===== config.mk =====
export PLATFORM = sky130hd
export DESIGN_NAME = cci_front
export DESIGN_NICKNAME = d
export VERILOG_FILES = /design/src/circle_circle_intersection_macros.svh /design/src/cci_pkg.sv /design/src/cci_front.sv
export SDC_FILE = /design/constraint.sdc
export NUM_CORES = 1
export LEC_CHECK = 0
export BUFFER_PORTS_ARGS = -buffer_cell sky130_fd_sc_hd__clkbuf_2
export CELL_PAD_IN_SITES_DETAIL_PLACEMENT = 1
export CELL_PAD_IN_SITES_GLOBAL_PLACEMENT = 1
export CORE_AREA = 2 2 253 255
export DETAILED_ROUTE_END_ITERATION = 8
export DIE_AREA = 0 0 255 257
export PLACE_DENSITY = 0.58
export SYNTH_ARGS = -nofsm -noshare
export SYNTH_HDL_FRONTEND = slang
export SYNTH_SLANG_ARGS = --single-unit

===== constraint.sdc =====
create_clock -name vclk -period 5.14
set_input_delay 0 -clock vclk [all_inputs]
set_output_delay 0 -clock vclk [all_outputs]
set_load 0.01 [all_outputs]

===== src/circle_circle_intersection_macros.svh =====
// Assertion macros shared by the circle intersection RTL.
// Each macro expects clk_i and rst_ni in the scope where it is used.
`ifndef CIRCLE_CIRCLE_INTERSECTION_MACROS_SVH
`define CIRCLE_CIRCLE_INTERSECTION_MACROS_SVH

// Consequent must hold in the same cycle as the antecedent.
`define CCI_ASSERT_NOW(lbl, ante, cons, msg) \
  lbl: assert property (@(posedge clk_i) disable iff (!rst_ni) (ante) |-> (cons)) \
    else $error(msg);

// Consequent must hold in the cycle after the antecedent.
`define CCI_ASSERT_NEXT(lbl, ante, cons, msg) \
  lbl: assert property (@(posedge clk_i) disable iff (!rst_ni) (ante) |=> (cons)) \
    else $error(msg);

`endif


===== src/cci_pkg.sv =====
// Shared types and widths for the circle intersection block.
// No dependencies; imported by every module of the block.
package cci_pkg;

  localparam int unsigned CoordW   = 32;
  localparam int unsigned RadW     = 31;
  localparam int unsigned StampW   = 32;
  localparam int unsigned DiffW    = 33;
  localparam int unsigned SqW      = 66;
  localparam int unsigned RootW    = 33;
  localparam int unsigned MulW     = 36;
  localparam int unsigned AccW     = 72;
  localparam int unsigned DenW     = 34;
  localparam int unsigned OffW     = 36;
  localparam int unsigned InDataW  = 256;
  localparam int unsigned OutDataW = 192;
  localparam int unsigned StatusW  = 3;

  typedef enum logic [StatusW-1:0] {
    ST_CROSS      = 3'd0,
    ST_OUTER      = 3'd1,
    ST_INNER      = 3'd2,
    ST_COINCIDENT = 3'd3,
    ST_NONE       = 3'd4
  } status_e;

  typedef struct packed {
    logic signed [CoordW-1:0] x1;
    logic signed [CoordW-1:0] y1;
    logic signed [CoordW-1:0] x2;
    logic signed [CoordW-1:0] y2;
    logic signed [DiffW-1:0]  dx;
    logic signed [DiffW-1:0]  dy;
    logic [RadW-1:0]          r1;
    logic [RadW-1:0]          r2;
    logic [RadW:0]            rsum;
    logic [RadW-1:0]          rdif;
    logic                     r2_gt_r1;
    logic                     coincident;
    logic [StampW-1:0]        st1;
    logic [StampW-1:0]        st2;
  } job_t;

  typedef struct packed {
    logic signed [CoordW-1:0] p3x;
    logic signed [CoordW-1:0] p3y;
    logic signed [CoordW-1:0] p4x;
    logic signed [CoordW-1:0] p4y;
    status_e                  status;
    logic                     two;
    logic [RadW-1:0]          r1;
    logic [RadW-1:0]          r2;
    logic [StampW-1:0]        st1;
    logic [StampW-1:0]        st2;
  } rec_t;

endpackage


===== src/cci_front.sv =====
// Input side: unpacks a request, forms centre differences and radius terms.
// Depends on cci_pkg; feeds cci_queue.
module cci_front
  import cci_pkg::*;
(
  input  logic               s_axis_tvalid,
  output logic               s_axis_tready,
  // c1x, c1y, radius1, stamp1, c2x, c2y, radius2, stamp2, two zero bits
  input  logic [InDataW-1:0] s_axis_tdata,
  input  logic               full_i,
  output logic               push_o,
  output job_t               job_o
);

  logic [RadW-1:0] r1, r2;

  assign r1 = s_axis_tdata[94:64];
  assign r2 = s_axis_tdata[221:191];

  assign s_axis_tready = !full_i;
  assign push_o        = s_axis_tvalid && !full_i;

  always_comb begin
    job_o.x1         = s_axis_tdata[31:0];
    job_o.y1         = s_axis_tdata[63:32];
    job_o.st1        = s_axis_tdata[126:95];
    job_o.x2         = s_axis_tdata[158:127];
    job_o.y2         = s_axis_tdata[190:159];
    job_o.st2        = s_axis_tdata[253:222];
    job_o.r1         = r1;
    job_o.r2         = r2;
    job_o.dx         = {job_o.x2[CoordW-1], job_o.x2} - {job_o.x1[CoordW-1], job_o.x1};
    job_o.dy         = {job_o.y2[CoordW-1], job_o.y2} - {job_o.y1[CoordW-1], job_o.y1};
    job_o.rsum       = {1'b0, r1} + {1'b0, r2};
    job_o.r2_gt_r1   = r2 > r1;
    job_o.rdif       = job_o.r2_gt_r1 ? (r2 - r1) : (r1 - r2);
    job_o.coincident = (job_o.dx == '0) && (job_o.dy == '0);
  end

endmodule


==> impl_metrics.yaml <==
synthesis:
  synth_nets: 2031
  synth_cell_types: 76
  yosys-top-cells-area: "ha_1, buf_4, a21oi_1"
  netlist_instances: 1612
  yosys.area.top_type: "ha_1"
  yosysSeqAreaShare_pct: 0
  syn_area_um2: 10730
  synth.avg_cell_area_um2: 6.656
  synth_top_area_share_pct: 18.19
  ys_warn_count: 0
floorplanning:
  chipWidth_um: 255
  start_util_pct: 17.10
  ios: 645
  core_um2: 62740
  dieHeight_um: 257
  rows: 92
  die_area_um2: 65540
sta:
  relSlewSlack_pct: 42.79
  fin_crit_ps: 4196
  setup_viol: 0
  tightestPinTransition_ps: 847.0
  setup_ws_ps: 943.8
  holdWs_ps: 0.003893
  fmax_mhz: 238.3
  rsz0062_at_grt: "false"
  tns_ps: 0
  maxSlewViolCount: 0
  hold_viol: 0
  post-route-period-util_pct: 81.64
detailed_routing:
  routedWlPerCell_um: 21.58
  via_per_inst: 4.542
  via_count: 12172
  drt-pass1-iter-count: 5
  drcViolationCount: 0
  drt_iter0_drc: 581
  routed_wl_mm: 57.84
  drtAntennaViolNets: 0
global_route:
  gr-usage-all-layers_pct: 16.58
  antenna_found_initial: 7
  use_met1_pct: 19.47
  grt_pass1_vias: 12585
  use_met2_pct: 31.38
  met3_usage_pct: 2.013
  gr-max-usage-layer: "met2"
  grt-ovfl-total: 0
  grt_first_pass_wirelength_mm: 82.37
  grt_max_degree: 49
layout:
  multi_input_area_um2: 7944
  final_nets: 2253
  fillers: 7970
  areaGrowthSynthToFinish_pct: 14.76
  drive_gt1_share_pct: 30.24
  clkbuf_count: 0
  fin_cells: 2680
  regArea_um2: 0
  design.seq.count: 0
power:
  p_leak_nw: 6.488
  power_density_nw_per_um2: 162.8
  p_total_mw: 2.004
  peakVddDrop_mv: 0.06732
placed_design:
  gp_congestion: 0.9228
  dp.cells: 2678
  pre_cts_ws_ps: 932.7
  dp_hpwl_mm: 52.64
  port_buffers: 515
hold_path:
  hold_end: "job_o[0]"
  min_path_cells: 0
  min_from: "s_axis_tdata[222]"
  hold_path_class: "in -> out"
critical_path:
  worstPathArrival_ps: 4200
  end_kind: "primary output"
  crit_fanout: 4
  crit_type: "in -> out"
  crit_start: "s_axis_tdata[159]"
  critPathLaunchType: "input port"
  critical_path_required_ps: 5140
cts:
  ctsResizeCount: 0
  cts_setup_buffers: 0
  hold_buffers: 0
outcome:
  status: "completed"
run:
  drv_cap: 0
[report_power, final]
part	internal [mW]	leakage [nW]	switching [mW]
sequential	0	0	0
combinational	0.716	6.49	1.29
clock	0.0000000524	0.0000127	0
total	0.716	6.49	1.29
[layout make-up]
| cell class | count | area share [%] |
|---|---|---|
| multi-input cells | 1128 | 64.52 |
| repair buffers | 520 | 21.24 |
| well taps | 846 | 8.597 |
| diodes | 2 | 0.04065 |
| inverters | 184 | 5.609 |
[metrics by stage]
stage,util (%),instance area [µm²]
after floorplan,-,10730
after global placement,19.62,12310
after detailed placement,19.62,12310
after CTS,19.62,12310
after global routing,19.63,12310
final,19.63,12310
[worst max path at each step]
stage,endpoint,slack (ps)
5_1_grt,job_o[64],660
6_report,job_o[64],940
3_5_place_dp,job_o[64],930
3_3_place_gp,job_o[64],870
2_1_floorplan,job_o[64],1470
4_1_cts,job_o[64],910
[per-layer routing]
metal  routed length (µm)  vias up
met2                29520      451
li1                     -     5750
met5                   22        -
met4                 1793        4
met3                 2956       80
met1                23560     5887
[synth_stat cells (12+ instances only)]
master	count
nand3_1	20
nand2_1	85
xor2_1	30
inv_1	182
nand2b_1	23
xnor2_1	73
buf_4	255
nor2b_1	17
ha_1	156
o21ai_0	91
clkbuf_1	33
a211oi_1	19
a21oi_1	164
nor2_1	117
o21bai_1	30
o21a_1	12
nand4_1	29
nor3_1	26
a21o_1	51
or3_1	14
or4_1	12
[critical path, stage by stage]
cell and delay (ps):
clkbuf_2 90, inv_1 40, ha_1 190, fa_1 410
nand2b_1 180, a21o_2 220, a2bb2oi_2 300, a21oi_2 140
o31a_1 320, nand2b_4 160, o211a_1 240, or4b_1 530
or4_1 400, or4_1 550, nor4_2 250, clkbuf_2 170
[placed cells by master, fill, tap and decap left out, types with 14 or more instances in the layout]
| cell | n |
|---|---|
| clkbuf_2 | 515 |
| inv_1 | 182 |
| a21oi_1 | 163 |
| ha_1 | 156 |
| nor2_1 | 117 |
| o21ai_0 | 91 |
| nand2_1 | 85 |
| xnor2_1 | 73 |
| a21o_1 | 51 |
| o21bai_1 | 30 |
| xor2_1 | 30 |
| nand4_1 | 29 |
| nor3_1 | 26 |
| nand2b_1 | 23 |
| nand3_1 | 20 |
| a211oi_1 | 19 |
| nor2b_1 | 17 |
| or3_1 | 14 |
[logic make-up (layout without fill, tap and decap cells)]
kind of cell,after synthesis,count (layout),synth area share (%)
adders and majority gates,161,161,19.13
xor gates and xnor gates,103,103,8.408
and+or+nand+nor,386,386,17.80
buffers and inverters,484,704,26.06
muxes,10,10,0.9446
other,0,2,0
AOI/OAI and AO/OA,468,468,27.66
Note: power is estimated with default switching activity, not from simulation.
