$ cat src/circle_circle_intersection_macros.svh
// Assertion macros shared by the circle intersection RTL.
// Each macro expects clk_i and rst_ni in the scope where it is used.
`ifndef CIRCLE_CIRCLE_INTERSECTION_MACROS_SVH
`define CIRCLE_CIRCLE_INTERSECTION_MACROS_SVH

// Consequent must hold in the same cycle as the antecedent.
`define CCI_ASSERT_NOW(lbl, ante, cons, msg) \
  lbl: assert property (@(posedge clk_i) disable iff (!rst_ni) (ante) |-> (cons)) \
    else $error(msg);

// Consequent must hold in the cycle after the antecedent.
`define CCI_ASSERT_NEXT(lbl, ante, cons, msg) \
  lbl: assert property (@(posedge clk_i) disable iff (!rst_ni) (ante) |=> (cons)) \
    else $error(msg);

`endif

$ cat src/cci_pkg.sv
// Shared types and widths for the circle intersection block.
// No dependencies; imported by every module of the block.
package cci_pkg;

  localparam int unsigned CoordW   = 32;
  localparam int unsigned RadW     = 31;
  localparam int unsigned StampW   = 32;
  localparam int unsigned DiffW    = 33;
  localparam int unsigned SqW      = 66;
  localparam int unsigned RootW    = 33;
  localparam int unsigned MulW     = 36;
  localparam int unsigned AccW     = 72;
  localparam int unsigned DenW     = 34;
  localparam int unsigned OffW     = 36;
  localparam int unsigned InDataW  = 256;
  localparam int unsigned OutDataW = 192;
  localparam int unsigned StatusW  = 3;

  typedef enum logic [StatusW-1:0] {
    ST_CROSS      = 3'd0,
    ST_OUTER      = 3'd1,
    ST_INNER      = 3'd2,
    ST_COINCIDENT = 3'd3,
    ST_NONE       = 3'd4
  } status_e;

  typedef struct packed {
    logic signed [CoordW-1:0] x1;
    logic signed [CoordW-1:0] y1;
    logic signed [CoordW-1:0] x2;
    logic signed [CoordW-1:0] y2;
    logic signed [DiffW-1:0]  dx;
    logic signed [DiffW-1:0]  dy;
    logic [RadW-1:0]          r1;
    logic [RadW-1:0]          r2;
    logic [RadW:0]            rsum;
    logic [RadW-1:0]          rdif;
    logic                     r2_gt_r1;
    logic                     coincident;
    logic [StampW-1:0]        st1;
    logic [StampW-1:0]        st2;
  } job_t;

  typedef struct packed {
    logic signed [CoordW-1:0] p3x;
    logic signed [CoordW-1:0] p3y;
    logic signed [CoordW-1:0] p4x;
    logic signed [CoordW-1:0] p4y;
    status_e                  status;
    logic                     two;
    logic [RadW-1:0]          r1;
    logic [RadW-1:0]          r2;
    logic [StampW-1:0]        st1;
    logic [StampW-1:0]        st2;
  } rec_t;

endpackage

$ cat src/cci_out.sv
// Output stage: holds one finished record and sends its one or two results.
// Depends on cci_pkg.
module cci_out
  import cci_pkg::*;
(
  input  logic                clk_i,
  input  logic                rst_ni,
  input  logic                rec_valid_i,
  output logic                rec_ready_o,
  input  rec_t                rec_i,
  output logic                m_axis_tvalid,
  input  logic                m_axis_tready,
  // point_x, point_y, radius1_out, radius2_out, stamp1_out, stamp2_out, two zero bits
  output logic [OutDataW-1:0] m_axis_tdata,
  // status
  output logic [StatusW-1:0]  m_axis_tuser,
  output logic                m_axis_tlast
);

  logic hold_q, second_q, beat_done;
  rec_t rec_q;

  assign m_axis_tvalid = hold_q;
  assign m_axis_tlast  = !rec_q.two || second_q;
  assign m_axis_tuser  = rec_q.status;
  assign m_axis_tdata  = {2'b00, rec_q.st2, rec_q.st1, rec_q.r2, rec_q.r1,
                          second_q ? rec_q.p4y : rec_q.p3y,
                          second_q ? rec_q.p4x : rec_q.p3x};
  assign beat_done     = hold_q && m_axis_tready && m_axis_tlast;
  assign rec_ready_o   = !hold_q || beat_done;

  always_ff @(posedge clk_i or negedge rst_ni) begin
    if (!rst_ni) begin
      hold_q   <= 1'b0;
      second_q <= 1'b0;
    end else begin
      if (rec_valid_i && rec_ready_o) begin
        hold_q   <= 1'b1;
        second_q <= 1'b0;
      end else if (beat_done) begin
        hold_q   <= 1'b0;
        second_q <= 1'b0;
      end else if (hold_q && m_axis_tready) begin
        second_q <= 1'b1;
      end
    end
  end

  always_ff @(posedge clk_i) begin
    if (rec_valid_i && rec_ready_o) begin
      rec_q <= rec_i;
    end
  end

endmodule
$ cat config.mk
export PLATFORM = sky130hd
export DESIGN_NAME = cci_out
export DESIGN_NICKNAME = d
export VERILOG_FILES = /design/src/circle_circle_intersection_macros.svh /design/src/cci_pkg.sv /design/src/cci_out.sv
export SDC_FILE = /design/constraint.sdc
export NUM_CORES = 1
export LEC_CHECK = 0
export BUFFER_PORTS_ARGS = -buffer_cell sky130_fd_sc_hd__buf_2
export CORE_MARGIN = 2
export CORE_UTILIZATION = 30
export CTS_BUF_LIST = sky130_fd_sc_hd__clkbuf_8
export DETAILED_ROUTE_END_ITERATION = 8
export GPL_TIMING_DRIVEN = 0
export HOLD_SLACK_MARGIN = 0.08
export SLEW_MARGIN = 10
export SYNTH_ARGS = -nofsm -noshare
export SYNTH_HDL_FRONTEND = slang
export SYNTH_SLANG_ARGS = --single-unit
$ cat constraint.sdc
create_clock -name clk_i -period 7.3 [get_ports clk_i]
set_input_delay 1.46 -clock clk_i [delete_from_list [all_inputs] [get_ports clk_i]]
set_output_delay 1.46 -clock clk_i [all_outputs]
set_load 0.03 [all_outputs]
==> metrics, run 1 <==
outcome complete, no violations; CP Launch Type primary input; register area share after synthesis 79.11%; All-Layer GR Usage 12.33%; initial antenna violation count 3; CTS clk-pin slew, worst paths around 60 ps; CP arrival between 1500 and 2000 ps; wire length per cell 15.33 um; routed wl met3 between 2 and 3 mm; NetSw around 1 mW; number of synthesized flops with an enable pin ~260; routed metal-1 wire length 7.574 mm; Setup CP Type primary input to primary output; Max Cap Violations 0; Resize count post-CTS 0; fmax around 290 MHz; Area growth syn-to-layout 37.71%; crit path capture type primary output; Root Driver clkbuf_8; TNS Setup 0 ps; Port Buf Inserts around 460; Synth area leaders edfxtp_1 (79%), buf_4 (10%), mux2_4 (7.5%); via count around 5600; core footprint between 30000 and 40000 sq um; synthesis-stage register bit count 260; final hold violations 0; synth unique cells 17; asr flop ratio synth less than 1%; RR Endpoint rec_q[235]; Crit Reg-Reg Startpoint second_q; Ys Warns 0; clk_skew roughly 11 ps; hold_sp m_axis_tvalid; # setup viols final 0; synthesized area per cell 20.93 sq um; largest net degree at the start of global routing 63; CTS tree yes; Gate power share between 10% and 20%; # clock sinks 260; worst IR drop on VDD between 0.15 and 0.2 mV; Final ANT Viol Nets 0; num rows 66; Sw Ratio between 20% and 30%; Syn Inst Count 471; area leader, netlist edfxtp_1; Tmin final about 3400 ps; WL met2 approximately 11 mm; total wire length between 20 and 25 mm; worst hold stages 2; static leakage about 5.8 nW; global-route wire length before repair between 30 and 40 mm; top cell type's share of synthesized area roughly four fifths; Clock Latency Late Sink ~570 ps; layout cell share with drive strength beyond 1 a little under three quarters; GP Congestion 0.7325; HP Class register to register; DRT iter0 DRCs roughly 160; total die area approximately 34000 sq um; Reg2Reg Depth 5; worst hold slack ~600 ps; grt total ovfl 0; fin crit share between 40% and 50%; synthesized area slightly below 10000 sq um; Max Transition Viols Final 0; Slew @ Worst Pin between 500 and 600 ps; vias in the first global route 5878; Vias per Instance 3.822; crit path max fanout 3; total power 3.582 mW; hold buffer count at cts 0; post-DP HPWL 16.56 mm; internal power 2.608 mW; CTS buffer count 45; Die X ~190 um; count leader, synth edfxtp_1; RSZ-0062 raised after global routing false; Crit path required time just under 6000 ps; Clock Power Share between 30% and 40%; H-tree levels 2; flop2flop setup slack 5090 ps; post-CTS setup buffer count 0; Highest Signal Layer met5; starting density of the core slightly above 30%; Slew headroom between 60% and 70%; number of remaining DRC errors 0; Pwr Density about 260 nW/um^2; maximum clock path buffer count 3; 1st-pass router iterations 4; Top FF cell, synth edfxtp_1; Min-Delay Endpoint second_q; Top Ports 460; Nets between 1000 and 1500; Commonest cells post-synth edfxtp_1 (258), buf_4 (131), mux2_4 (49); Die H approximately 190 um; sequential share of power about half
-- worst max-delay path: stages --
cell and delay, ps:
buf_2 110, a21bo_2 200, buf_2 180
-- how the worst max path moves through the flow --
stage                        startpoint           endpoint  slack [ps]  cells past startpoint
after floorplan           m_axis_tready  m_axis_tdata[100]        1950                      2
after global placement    m_axis_tready         rec_q[241]         810                      3
after detailed placement  m_axis_tready        rec_ready_o        3890                      3
after CTS                      second_q   m_axis_tdata[22]        3790                      4
after global routing           second_q   m_axis_tdata[22]        3770                      4
final                     m_axis_tready        rec_ready_o        3890                      3
-- layer usage --
metal,track usage [%],vias up
li1,-,2657
met1,12.38,2559
met2,21.21,290
met3,6.174,45
met4,5.937,2
met5,0,-
-- registers in the layout (all words and copies together), names as in the netlist --
name / cells
rec_q: 129
m_axis_tdata: 126
m_axis_tuser: 3
m_axis_tvalid: 1
second_q: 1
-- placed cells by master, fill, tap and decap left out, drive strengths merged --
cell	instances
nand2	1
dfrtp	2
clkbuf	45
buf	599
nand2b	3
o21ai	1
clkinv	17
nand3	1
conb	2
diode	2
inv	12
edfxtp	258
mux2	64
clkinvlp	2
and2	1
a21bo	1
-- power by group through the flow --
stage / Clock, mW / Combinational [mW] / Sequential [mW]
finish: 1.14 / 0.650 / 1.79
detailed placement: 0 / 0.662 / 1.82
floorplan: 0 / 0.445 / 1.82
CTS: 1.20 / 0.664 / 1.79
global placement: 0 / 0.644 / 1.83
global route: 1.26 / 0.692 / 1.80
-- cells by family (layout without fill, tap and decap cells) --
kind of cell    after synthesis  after routing  share of synthesized area (%)
compound gates                2              2                         0.1523
buf+inv                     138            675                          11.11
flops                       260            260                          79.11
mux                          64             64                          9.177
other cells                   1              4                        0.03804
simple gates                  6              6                         0.4188
-- layout make-up --
type	count	area, sq um
diodes	2	5.005
plain buffers	138	1095
clock buffers	45	619.3
clock inverters	31	136.4
fillers	3059	18880
multi-input cells	74	970.9
flip-flops and latches	260	7797
well taps	442	553.0
repair buffers	461	2397
-- metrics by stage --
stage	area, sq um	setup slack [ps]	utilization [%]	std cells
final	13570	3891	41.83	1453
after global routing	13570	3769	41.81	1451
after CTS	13570	3786	41.81	1451
after detailed placement	12810	3888	39.48	1375
after global placement	12700	806.2	39.14	1371
after floorplan	9862	1948	-	472
Note: power is estimated with default switching activity, not from simulation.
==> run 2, diff against run 1 <==
--- a/config.mk
+++ b/config.mk
@@ -5,6 +5,7 @@
 export SDC_FILE = /design/constraint.sdc
 export NUM_CORES = 1
 export LEC_CHECK = 0
+export ABC_AREA = 1
 export BUFFER_PORTS_ARGS = -buffer_cell sky130_fd_sc_hd__buf_2
 export CORE_MARGIN = 2
 export CORE_UTILIZATION = 30
==> constraint.sdc (replaced) <==
create_clock -name clk_i -period 3.5 [get_ports clk_i]
set_input_delay 0.7 -clock clk_i [delete_from_list [all_inputs] [get_ports clk_i]]
set_output_delay 0.7 -clock clk_i [all_outputs]
set_load 0.03 [all_outputs]
==> metrics, run 2 <==
outcome complete, no violations; via count 6300; global-route wire length before repair roughly 35 mm; Resize count post-CTS 0; DRT iter0 DRCs roughly 190; fmax 363.2 MHz; RSZ-0062 raised after global routing false; # setup viols final 0; Crit path required time 3750 ps; post-CTS setup buffer count 0; worst hold slack roughly 320 ps; asr flop ratio synth 0.7692%; register area share after synthesis between 80 and 90%; H-tree levels 2; Nets 1392; Clock Latency Late Sink ~550 ps; count leader, synth edfxtp_1; initial antenna violation count 2; final core utilization 43.15%; area leader, netlist edfxtp_1; CP arrival 3000 ps; top cell type's share of synthesized area between 80% and 90%; number of remaining DRC errors 0; worst IR drop on VDD 0.3505 mV; layout cell share with drive strength beyond 1 57.63%; # clock sinks between 200 and 300; CP max stage cell a21oi_4; largest net degree at the start of global routing 26; All-Layer GR Usage approximately 14%; number of synthesized flops with an enable pin around 260; starting density of the core a little under a third; Die H 183.5 um; Critical Path Max Stage Delay roughly 640 ps; Synth area leaders edfxtp_1 (80%), buf_4 (11%), nand2_1 (7.7%); Final ANT Viol Nets 0; crit-path most repeated cell buf_16; Pwr Density approximately 580 nW/um^2; CTS tree yes; hold buffer count at cts 1; grt total ovfl 0; vias in the first global route between 6000 and 7000; maximum clock path buffer count 3; CTS buffer count 46; GP Congestion 0.7763; Syn Inst Count between 600 and 700; Cell Chain, Critical Path inv_2 -> nand2_1 -> nand2_2 -> a21oi_4 -> buf_12 -> buf_16 -> buf_16 -> buf_12 -> buf_16; Tmin final between 2000 and 3000 ps; synthesized area per cell 15.79 sq um; Area growth syn-to-layout 41.27%; flop2flop setup slack roughly 750 ps; synth unique cells 11; Setup CP Type register to register; Max Transition Viols Final 0; HP Class primary input to register; hold_sp rec_i[84]; static leakage 6.158 nW; num rows between 60 and 70; RR Endpoint m_axis_tdata[84]; wire length per cell about 15 um; crit path capture type register; CP Launch Type register; 1st-pass router iterations 4; synthesis-stage register bit count 260; total wire length approximately 24 mm; TNS Setup 0 ps; Top Ports 460; fin crit share roughly four fifths; CTS clk-pin slew, worst paths ~60 ps; most common cell after layout, fill and taps aside buf_2; crit path max fanout 25; Commonest cells post-synth edfxtp_1 (258), nand2_1 (199), buf_4 (143); Die X ~180 um; Vias per Instance 4.013; Slew headroom 47.75%; post-DP HPWL about 18 mm; Ys Warns 0; core footprint ~32000 sq um; most frequent cells in the layout buf_2 (459), edfxtp_1 (258), nand2_1 (197); Reg2Reg Depth 9; Max Cap Violations 0; Crit Reg-Reg Startpoint second_q; max reg flops between 100 and 150; final hold violations 0; Min-Delay Endpoint m_axis_tdata[115]; total die area 33660 sq um; Root Driver clkbuf_8; synthesized area between 9000 and 10000 sq um; Slew @ Worst Pin between 700 and 800 ps; Biggest register rec_q; Port Buf Inserts ~460; worst hold stages 1; Top FF cell, synth edfxtp_1; clk_skew roughly 15 ps
-- run 2: logic make-up after synthesis --
| logic type | Yosys count | share of synthesized area (%) |
|---|---|---|
| buf+inv | 149 | 11.37 |
| flops | 260 | 80.69 |
| other cells | 1 | 0.03881 |
| simple gates | 201 | 7.847 |
| compound gates | 1 | 0.05174 |
-- run 2: worst max path at each step --
stage | startpoint | to | slack, ps | cells after the start
global route | second_q | m_axis_tdata[184] | 540 | 9
global placement | m_axis_tready | m_axis_tdata[124] | -3840 | 5
CTS | second_q | m_axis_tdata[145] | 650 | 9
detailed placement | m_axis_tready | m_axis_tdata[145] | 440 | 10
finish | second_q | m_axis_tdata[84] | 750 | 9
floorplan | m_axis_tready | m_axis_tdata[100] | -2030 | 4
-- run 2: per-stage QoR --
stage,worst slack (ps),std cells,power [mW],instance area [sq um]
floorplan,-2031,613,4.812,9698
global placement,-3842,1472,5.365,12490
detailed placement,444.7,1483,5.400,12760
CTS,654.5,1568,8.122,13650
global route,535.3,1568,8.350,13650
finish,746.8,1570,7.975,13650
-- run 2: worst max-delay path: cells and delay by family, from the launching register on --
kind / cells / cell delay [ps]
flip-flops: 1 / 440
AO/OA/AOI/OAI: 1 / 640
AND/OR/NAND/NOR: 2 / 230
buffers and inverters: 6 / 1110
-- run 2: metal layers --
| layer | track usage (%) | part of all wire [%] | up-vias |
|---|---|---|---|
| met5 | 0 | 0.054 | - |
| met2 | 24.12 | 51 | 310 |
| li1 | - | - | 3033 |
| met1 | 14.55 | 36 | 2904 |
| met4 | 5.664 | 2.6 | 2 |
| met3 | 6.062 | 10 | 51 |
-- run 2: cell type report --
type,count,area [sq um]
Antenna cell,2,5.005
Buffer,145,1084
Clock buffer,47,646.9
Clock inverter,37,227.7
Fill cell,2959,17990
Inverter,4,15.01
Multi-Input combinational cell,204,800.8
Sequential cell,260,7799
Tap cell,402,503.0
Timing Repair Buffer,469,2570
-- run 2: report_power, final --
part / total, mW / switching [mW] / internal [mW]
Combinational: 1.55 / 1.01 / 0.536
Sequential: 3.76 / 0.0599 / 3.70
Clock: 2.67 / 1.20 / 1.47
Total: 7.97 / 2.27 / 5.70
