--- src/circle_circle_intersection_macros.svh ---
// Assertion macros shared by the circle intersection RTL.
// Each macro expects clk_i and rst_ni in the scope where it is used.
`ifndef CIRCLE_CIRCLE_INTERSECTION_MACROS_SVH
`define CIRCLE_CIRCLE_INTERSECTION_MACROS_SVH

// Consequent must hold in the same cycle as the antecedent.
`define CCI_ASSERT_NOW(lbl, ante, cons, msg) \
  lbl: assert property (@(posedge clk_i) disable iff (!rst_ni) (ante) |-> (cons)) \
    else $error(msg);

// Consequent must hold in the cycle after the antecedent.
`define CCI_ASSERT_NEXT(lbl, ante, cons, msg) \
  lbl: assert property (@(posedge clk_i) disable iff (!rst_ni) (ante) |=> (cons)) \
    else $error(msg);

`endif

--- src/cci_pkg.sv ---
// Shared types and widths for the circle intersection block.
// No dependencies; imported by every module of the block.
package cci_pkg;

  localparam int unsigned CoordW   = 32;
  localparam int unsigned RadW     = 31;
  localparam int unsigned StampW   = 32;
  localparam int unsigned DiffW    = 33;
  localparam int unsigned SqW      = 66;
  localparam int unsigned RootW    = 33;
  localparam int unsigned MulW     = 36;
  localparam int unsigned AccW     = 72;
  localparam int unsigned DenW     = 34;
  localparam int unsigned OffW     = 36;
  localparam int unsigned InDataW  = 256;
  localparam int unsigned OutDataW = 192;
  localparam int unsigned StatusW  = 3;

  typedef enum logic [StatusW-1:0] {
    ST_CROSS      = 3'd0,
    ST_OUTER      = 3'd1,
    ST_INNER      = 3'd2,
    ST_COINCIDENT = 3'd3,
    ST_NONE       = 3'd4
  } status_e;

  typedef struct packed {
    logic signed [CoordW-1:0] x1;
    logic signed [CoordW-1:0] y1;
    logic signed [CoordW-1:0] x2;
    logic signed [CoordW-1:0] y2;
    logic signed [DiffW-1:0]  dx;
    logic signed [DiffW-1:0]  dy;
    logic [RadW-1:0]          r1;
    logic [RadW-1:0]          r2;
    logic [RadW:0]            rsum;
    logic [RadW-1:0]          rdif;
    logic                     r2_gt_r1;
    logic                     coincident;
    logic [StampW-1:0]        st1;
    logic [StampW-1:0]        st2;
  } job_t;

  typedef struct packed {
    logic signed [CoordW-1:0] p3x;
    logic signed [CoordW-1:0] p3y;
    logic signed [CoordW-1:0] p4x;
    logic signed [CoordW-1:0] p4y;
    status_e                  status;
    logic                     two;
    logic [RadW-1:0]          r1;
    logic [RadW-1:0]          r2;
    logic [StampW-1:0]        st1;
    logic [StampW-1:0]        st2;
  } rec_t;

endpackage

--- src/cci_queue.sv ---
// Short queue of prepared requests between the front and the back part.
// Depends on cci_pkg.
module cci_queue
  import cci_pkg::*;
#(
  parameter int unsigned DEPTH = 2
) (
  input  logic clk_i,
  input  logic rst_ni,
  input  logic push_i,
  input  job_t job_i,
  output logic full_o,
  input  logic pop_i,
  output logic empty_o,
  output job_t job_o
);

  localparam int unsigned PtrW = (DEPTH > 1) ? $clog2(DEPTH) : 1;
  localparam int unsigned CntW = $clog2(DEPTH + 1);

  job_t            mem_q [DEPTH];
  logic [PtrW-1:0] wptr_q, rptr_q;
  logic [CntW-1:0] cnt_q;

  assign full_o  = cnt_q == CntW'(DEPTH);
  assign empty_o = cnt_q == '0;
  assign job_o   = mem_q[rptr_q];

  always_ff @(posedge clk_i) begin
    if (push_i) begin
      mem_q[wptr_q] <= job_i;
    end
  end

  always_ff @(posedge clk_i or negedge rst_ni) begin
    if (!rst_ni) begin
      wptr_q <= '0;
      rptr_q <= '0;
      cnt_q  <= '0;
    end else begin
      if (push_i) begin
        wptr_q <= (wptr_q == PtrW'(DEPTH - 1)) ? '0 : wptr_q + 1'b1;
      end
      if (pop_i) begin
        rptr_q <= (rptr_q == PtrW'(DEPTH - 1)) ? '0 : rptr_q + 1'b1;
      end
      if (push_i && !pop_i) begin
        cnt_q <= cnt_q + 1'b1;
      end else if (pop_i && !push_i) begin
        cnt_q <= cnt_q - 1'b1;
      end
    end
  end

endmodule

--- config.mk ---
export PLATFORM = sky130hd
export DESIGN_NAME = cci_queue
export DESIGN_NICKNAME = d
export VERILOG_FILES = /design/src/circle_circle_intersection_macros.svh /design/src/cci_pkg.sv /design/src/cci_queue.sv
export SDC_FILE = /design/constraint.sdc
export NUM_CORES = 1
export LEC_CHECK = 0
export ABC_AREA = 0
export BUFFER_PORTS_ARGS = -buffer_cell sky130_fd_sc_hd__buf_4
export CORE_AREA = 2 2 303 305
export CTS_BUF_LIST = sky130_fd_sc_hd__clkbuf_8 sky130_fd_sc_hd__clkbuf_16
export CTS_CLUSTER_DIAMETER = 40
export CTS_CLUSTER_SIZE = 10
export DETAILED_ROUTE_END_ITERATION = 8
export DIE_AREA = 0 0 305 307
export GPL_TIMING_DRIVEN = 0
export PLACE_DENSITY_LB_ADDON = 0.2
export SYNTH_ARGS = -nofsm -noshare
export SYNTH_HDL_FRONTEND = slang
export SYNTH_SLANG_ARGS = --single-unit
--- constraint.sdc ---
create_clock -name clk_i -period 29 [get_ports clk_i]
set_clock_uncertainty 0.1 [all_clocks]
set_input_delay 5.8 -clock clk_i [delete_from_list [all_inputs] [get_ports clk_i]]
set_output_delay 5.8 -clock clk_i [all_outputs]
set_load 0.005 [all_outputs]
==> key figures, run 1 <==
Synthesis
  • Synth Cell Area: 0.0281 mm²
  • Post-synthesis sequential area ratio: 82.6%
  • Area leader, netlist: edfxtp_1
  • Post-Syn Nets: ~1.6k
  • Top cells by area, synth: edfxtp_1, mux2_2, buf_6, dfrtp_1, xor2_1
  • Mean post-synth cell area: 23.1 µm²
  • Synth Warn #: 0
  • Yosys cell types: 12
  • Synth top area share: between 80% and 90%
  • FF+latch count, synth: 774
  • Mapped Cells: around 1.2k

Global routing
  • Vias in the first global route: between 15k and 20k
  • Antenna violations before repair: 15
  • Global Route Usage Sum: 15.1%
  • First-pass GRT wire length: 103 mm
  • Met1 Use GR: 15.1%
  • Largest net degree at the start of global routing: 65
  • Total grt overflow: 0
  • Routing usage on met3: 5.91%
  • M2 GR Usage: between 20% and 30%
  • Top Usage Layer GRT: met2

Placed design
  • DP Cell Count: between 3k and 4k
  • Dpl hpwl: 53.2 mm
  • RD Place Congestion: 0.768
  • # port buffers: 775
  • DP Area: 0.0359 mm²
  • Pre-CTS setup slack: slightly above 20 ns

Floorplanning
  • Initial Util: between 30% and 40%
  • Floorplan row count: 111
  • Die Y: 307 µm
  • Die footprint: 0.0936 mm²
  • Core area: 0.0907 mm²
  • Ports: about 780
  • Chip width: between 300 and 400 µm

Route
  • Per-cell routed wire length: 21.5 µm
  • Starting DRT DRC Count: 739
  • Post-route ant nets: 0
  • DR vias: 14.8k
  • DR DRC count: 0
  • Drt pass-1 iters: 4
  • Post-Route WL: 73.3 mm
  • Via density per instance: 4.34

Layout
  • Commonest non-fill, non-tap cell in the layout: buf_4
  • Nets: about 2.5k
  • Post-layout instance area: 0.0398 mm²
  • Most frequent cells in the layout: buf_4, edfxtp_1, mux2_2
  • Layout area overhead: 41.5%
  • Cell Count, Final, Fillers Out: about 3.4k
  • Finished Core Util: 43.9%
  • Fraction of layout cells with a size suffix above 1: ~64%

Worst setup path
  • Worst path slowest cell: mux2_2
  • CP Class: reg2out
  • Max incr delay on CP: roughly 0.39 ns
  • Critical Path Start Type: register
  • Worst-path fanout max: 10
  • CP Cell Sequence: buf_6 -> buf_6 -> buf_6 -> mux2_2 -> buf_4
  • Flop2flop setup slack: ~26 ns
  • Most frequent CP cell: buf_6
  • WP data arrival: 2.29 ns
  • Worst Setup End Kind: primary output
  • Crit path required time: 23.10 ns

Clock network
  • CTS root buffer: clkbuf_16
  • Clock slew seen by the registers of the worst setup and hold paths: around 0.05 ns
  • CTS tree: yes
  • Clock net sink count: 774
  • CTS H-tree depth: 3
  • Hold_buf cts: 0
  • Worst skew pair latency: 0.66 ns
  • CTS Buf Count: 115
  • CTS max path bufs: 3
  • CTS resizes: 0
  • Number of setup buffers added after CTS: 0

STA
  • Setup TNS Final: 0 ns
  • Unrepaired setup endpoints after global routing: false
  • Final setup fails: 0
  • Slew @ Worst Pin: 0.861 ns
  • Slew Limit Fails: 0
  • Fmax: 0.122 GHz
  • Slew Limit Headroom: 42.6%
  • Final hold violations: 0
  • Hold Slack: 0.404 ns
  • Final WS setup: roughly 21 ns
  • Final min period: roughly 8.2 ns
  • Final Cycle Share: 28.3%

Power and ir drop
  • PD cells: around 100 mW/mm²
  • Tot Pwr: 4.08 mW
  • Leakage: 14.9 nW
  • Worst vdd ir: between 0.05 and 0.06 mV

Outcome
  • Status: complete, no violations

Hold path
  • Hold Crit Class: reg2reg

Job
  • MaxCap Viol Count: 0
-- cells by family after synthesis --
group / count (synthesis) / share of synthesized area (%)
flip-flops: 774 / 82.6
XOR/XNOR: 5 / 0.156
multiplexers: 385 / 15.4
buffers and inverters: 44 / 1.65
AND/OR/NAND/NOR: 5 / 0.0935
adder cells (fa/ha/maj): 1 / 0.0445
-- where the power goes --
part	internal [mW]	total (mW)	switching, mW
clock	0.891	1.38	0.492
sequential	1.48	1.52	0.0409
combinational	0.627	1.17	0.543
total	3.00	4.08	1.07
-- registers in the layout, summed over array words and instances, names as in the netlist --
register	count
mem_q	770
wptr_q	1
rptr_q	1
cnt_q	2
-- worst paths after layout --
check / startpoint / end / cells after the start
max: rptr_q$_DFFE_PN0P_ / job_o[288] / 5
min: cnt_q[1]$_DFFE_PN0P_ / cnt_q[1]$_DFFE_PN0P_ / 1
max reg2reg: wptr_q$_DFFE_PN0P_ / mem_q[0][261]$_DFFE_PP_ / 8
min reg2reg: cnt_q[1]$_DFFE_PN0P_ / cnt_q[1]$_DFFE_PN0P_ / 1
max in group asynchronous: rst_ni / cnt_q[0]$_DFFE_PN0P_ / 1
min in group asynchronous: rst_ni / cnt_q[1]$_DFFE_PN0P_ / 1
-- Yosys cell counts (all sizes together) --
cell      n
xnor2     1
buf      43
and2      1
mux2    385
nor2b     2
edfxtp  770
inv       1
dfrtp     4
ha        1
nor2      2
xor2      4
-- worst max-delay path: cells and delay by family, from the launching register on --
family,cells,cell delay (ns)
multiplexers,1,0.39
flip-flops,1,0.38
buffers and inverters,4,0.83
-- routing by layer --
layer  up-vias  routed length [µm]
li1       6733                   -
met1      7362               24800
met2       529               39500
met3       142                6380
met4         8                2570
met5         -                  46
-- cell type report --
type | instances | area (µm²)
Clock buffer | 116 | 2900
Clock inverter | 83 | 970
Multi-Input combinational cell | 396 | 4430
Buffer | 43 | 459
Tap cell | 1186 | 1480
Antenna cell | 13 | 32.5
Sequential cell | 774 | 23200
Timing Repair Buffer | 795 | 6270
Fill cell | 8036 | 50900
Inverter | 1 | 3.75
Note: power is estimated with default switching activity, not from simulation.
==> run 2: changes to the inputs <==
==> constraint.sdc (replaced) <==
create_clock -name clk_i -period 8.2 [get_ports clk_i]
set_clock_uncertainty 0.1 [all_clocks]
set_input_delay 1.64 -clock clk_i [delete_from_list [all_inputs] [get_ports clk_i]]
set_output_delay 1.64 -clock clk_i [all_outputs]
set_load 0.005 [all_outputs]
==> run 2 against run 1 <==
  * Hold slack lost 0.0037 ns
  * Register-to-register slack lost 20 ns
  * Highest routed layer unchanged
  * Via count shrank 0.15%
  * Utilization shrank 0.11 points
  * Cell area shrank 0.26%
  * Critical endpoint is now job_o[0]
  * Routed wire length shrank 1.3%
  * Total power grew to 3.5 times the previous value
  * Flip-flop and latch count is the same
  * Clock power grew to 3.4 times the previous value
  * Non-clock buffer count grew 1
  * Sequential share of layout area grew 0.15 points
==> key figures, run 2 (same netlist as run 1, synthesis figures left out) <==
STA
  • Slew Limit Headroom: 55.0%
  • Final Cycle Share: a little under half
  • Final hold violations: 0
  • Slew @ Worst Pin: 0.674 ns
  • Final WS setup: 4.28 ns
  • Unrepaired setup endpoints after global routing: false
  • Slew Limit Fails: 0
  • Setup TNS Final: 0 ns
  • Final min period: between 3 and 4 ns
  • Final setup fails: 0
  • Fmax: 0.255 GHz
  • Hold Slack: 0.400 ns

Clock network
  • Clock net sink count: 774
  • CTS H-tree depth: 3
  • CTS Buf Count: 114
  • CTS max path bufs: 3
  • CTS tree: yes
  • CTS root buffer: clkbuf_16
  • CTS resizes: 0
  • Clock slew seen by the registers of the worst setup and hold paths: about 0.050 ns
  • Number of setup buffers added after CTS: 0
  • Worst skew pair latency: 0.66 ns
  • Hold_buf cts: 0

Worst setup path
  • Worst-path fanout max: 10
  • R2r startpoint: wptr_q$_DFFE_PN0P_
  • CP Class: reg2out
  • Flop2flop setup slack: 5.52 ns
  • Worst Setup End Kind: primary output
  • WP data arrival: ~2.2 ns
  • Crit path required time: 6.46 ns
  • Critical Path Start Type: register
  • Worst setup startpoint: rptr_q$_DFFE_PN0P_

Global routing
  • Largest net degree at the start of global routing: around 60
  • First-pass GRT wire length: 103 mm
  • Global Route Usage Sum: 14.9%
  • Antenna violations before repair: 13
  • Total grt overflow: 0
  • Vias in the first global route: 16.1k

Layout
  • Layout area overhead: 41.2%
  • Fillers: around 8.1k
  • Largest register by flop count: mem_q
  • Biggest regs: mem_q (770), cnt_q (2)
  • Commonest non-fill, non-tap cell in the layout: buf_4
  • Nets: roughly 2.5k
  • Max reg flops: 770
  • Cell Count, Final, Fillers Out: 3406
  • Most frequent cells in the layout: buf_4, edfxtp_1, mux2_2
  • Post-layout instance area: 0.0397 mm²
  • Area of the multi-input gates: 0.00443 mm²
  • Fraction of layout cells with a size suffix above 1: 63.2%
  • Reg area: 0.0232 mm²

Hold path
  • Hold_sp: cnt_q[1]$_DFFE_PN0P_
  • Hold Crit Class: reg2reg

Route
  • Drt pass-1 iters: 5
  • Post-Route WL: 72.3 mm
  • Post-route ant nets: 0
  • DR vias: 14.8k
  • Per-cell routed wire length: between 20 and 25 µm
  • Starting DRT DRC Count: ~580
  • DR DRC count: 0
  • Via density per instance: 4.33

Placed design
  • # port buffers: 775
  • Dpl hpwl: between 50 and 60 mm
  • RD Place Congestion: 0.781
  • Pre-CTS setup slack: 4.14 ns
  • DP Cell Count: 3196
  • DP Area: 0.0359 mm²

Floorplanning
  • Chip width: 305 µm
  • Die footprint: 0.0936 mm²
  • Die Y: 307 µm
  • Floorplan row count: around 110
  • Ports: 776
  • Initial Util: 31.0%
  • Core area: 0.0907 mm²

Power and ir drop
  • Comb pwr share: 29.0%
  • Clock network power share: 33.2%
  • Switching Share: 26.4%
  • PD cells: 359 mW/mm²
  • Flop pwr share: between 30% and 40%
  • Net Switching: 3.76 mW
  • Worst vdd ir: approximately 0.22 mV
  • Leakage: 14.9 nW
  • Int Pwr: around 10 mW

Outcome
  • Status: complete, no violations

Job
  • MaxCap Viol Count: 0
-- run 2: cell types whose count changed in the layout (fill, tap and decap cells not counted), sizes merged --
cell | before | now
buf | 838 | 839
bufinv | 19 | 15
clkinv | 35 | 46
clkinvlp | 12 | 9
diode | 13 | 8
inv | 18 | 17
-- run 2: worst paths after layout --
| kind | to | depth (start not counted) |
|---|---|---|
| max | job_o[0] | 4 |
| min | cnt_q[1]$_DFFE_PN0P_ | 1 |
| max reg2reg | mem_q[0][239]$_DFFE_PP_ | 6 |
| min reg2reg | cnt_q[1]$_DFFE_PN0P_ | 1 |
| max in group asynchronous | rptr_q$_DFFE_PN0P_ | 1 |
| min in group asynchronous | cnt_q[0]$_DFFE_PN0P_ | 1 |
-- run 2: per-layer routing --
layer  share of wire, %  track usage [%]  vias up
li1                   -                -     6735
met1                 34             14.8     7380
met2                 55             27.2      512
met3                8.4             6.20      119
met4                2.9             6.07        6
met5              0.051                0        -
-- run 2: worst max-delay path, stage by stage, from the launching register on --
cell	delay (ns)
dfrtp_1	0.33
buf_6	0.20
buf_2	0.40
mux2_2	0.40
buf_4	0.15
-- run 2: metrics by stage --
stage | power, mW | utilization, %
after floorplan | 7.54 | -
after global placement | 9.79 | 39.0
after detailed placement | 9.69 | 39.6
after CTS | 14.5 | 43.7
after global routing | 14.9 | 43.7
final | 14.2 | 43.7
-- run 2: area by class of cell --
cell class	count	area share [%]
Multi-Input combinational cell	396	11.2
Sequential cell	774	58.5
Buffer	43	1.16
Clock buffer	116	7.32
Tap cell	1186	3.74
Clock inverter	86	2.16
Timing Repair Buffer	796	15.9
Antenna cell	8	0.0505
Inverter	1	0.00946
-- run 2: power by group through the flow --
stage | Combinational [mW] | Clock (mW) | Sequential (mW)
floorplan | 1.95 | 0 | 5.59
global placement | 4.06 | 0 | 5.73
detailed placement | 4.23 | 0 | 5.46
CTS | 4.25 | 4.86 | 5.39
global route | 4.42 | 5.02 | 5.44
finish | 4.13 | 4.73 | 5.38
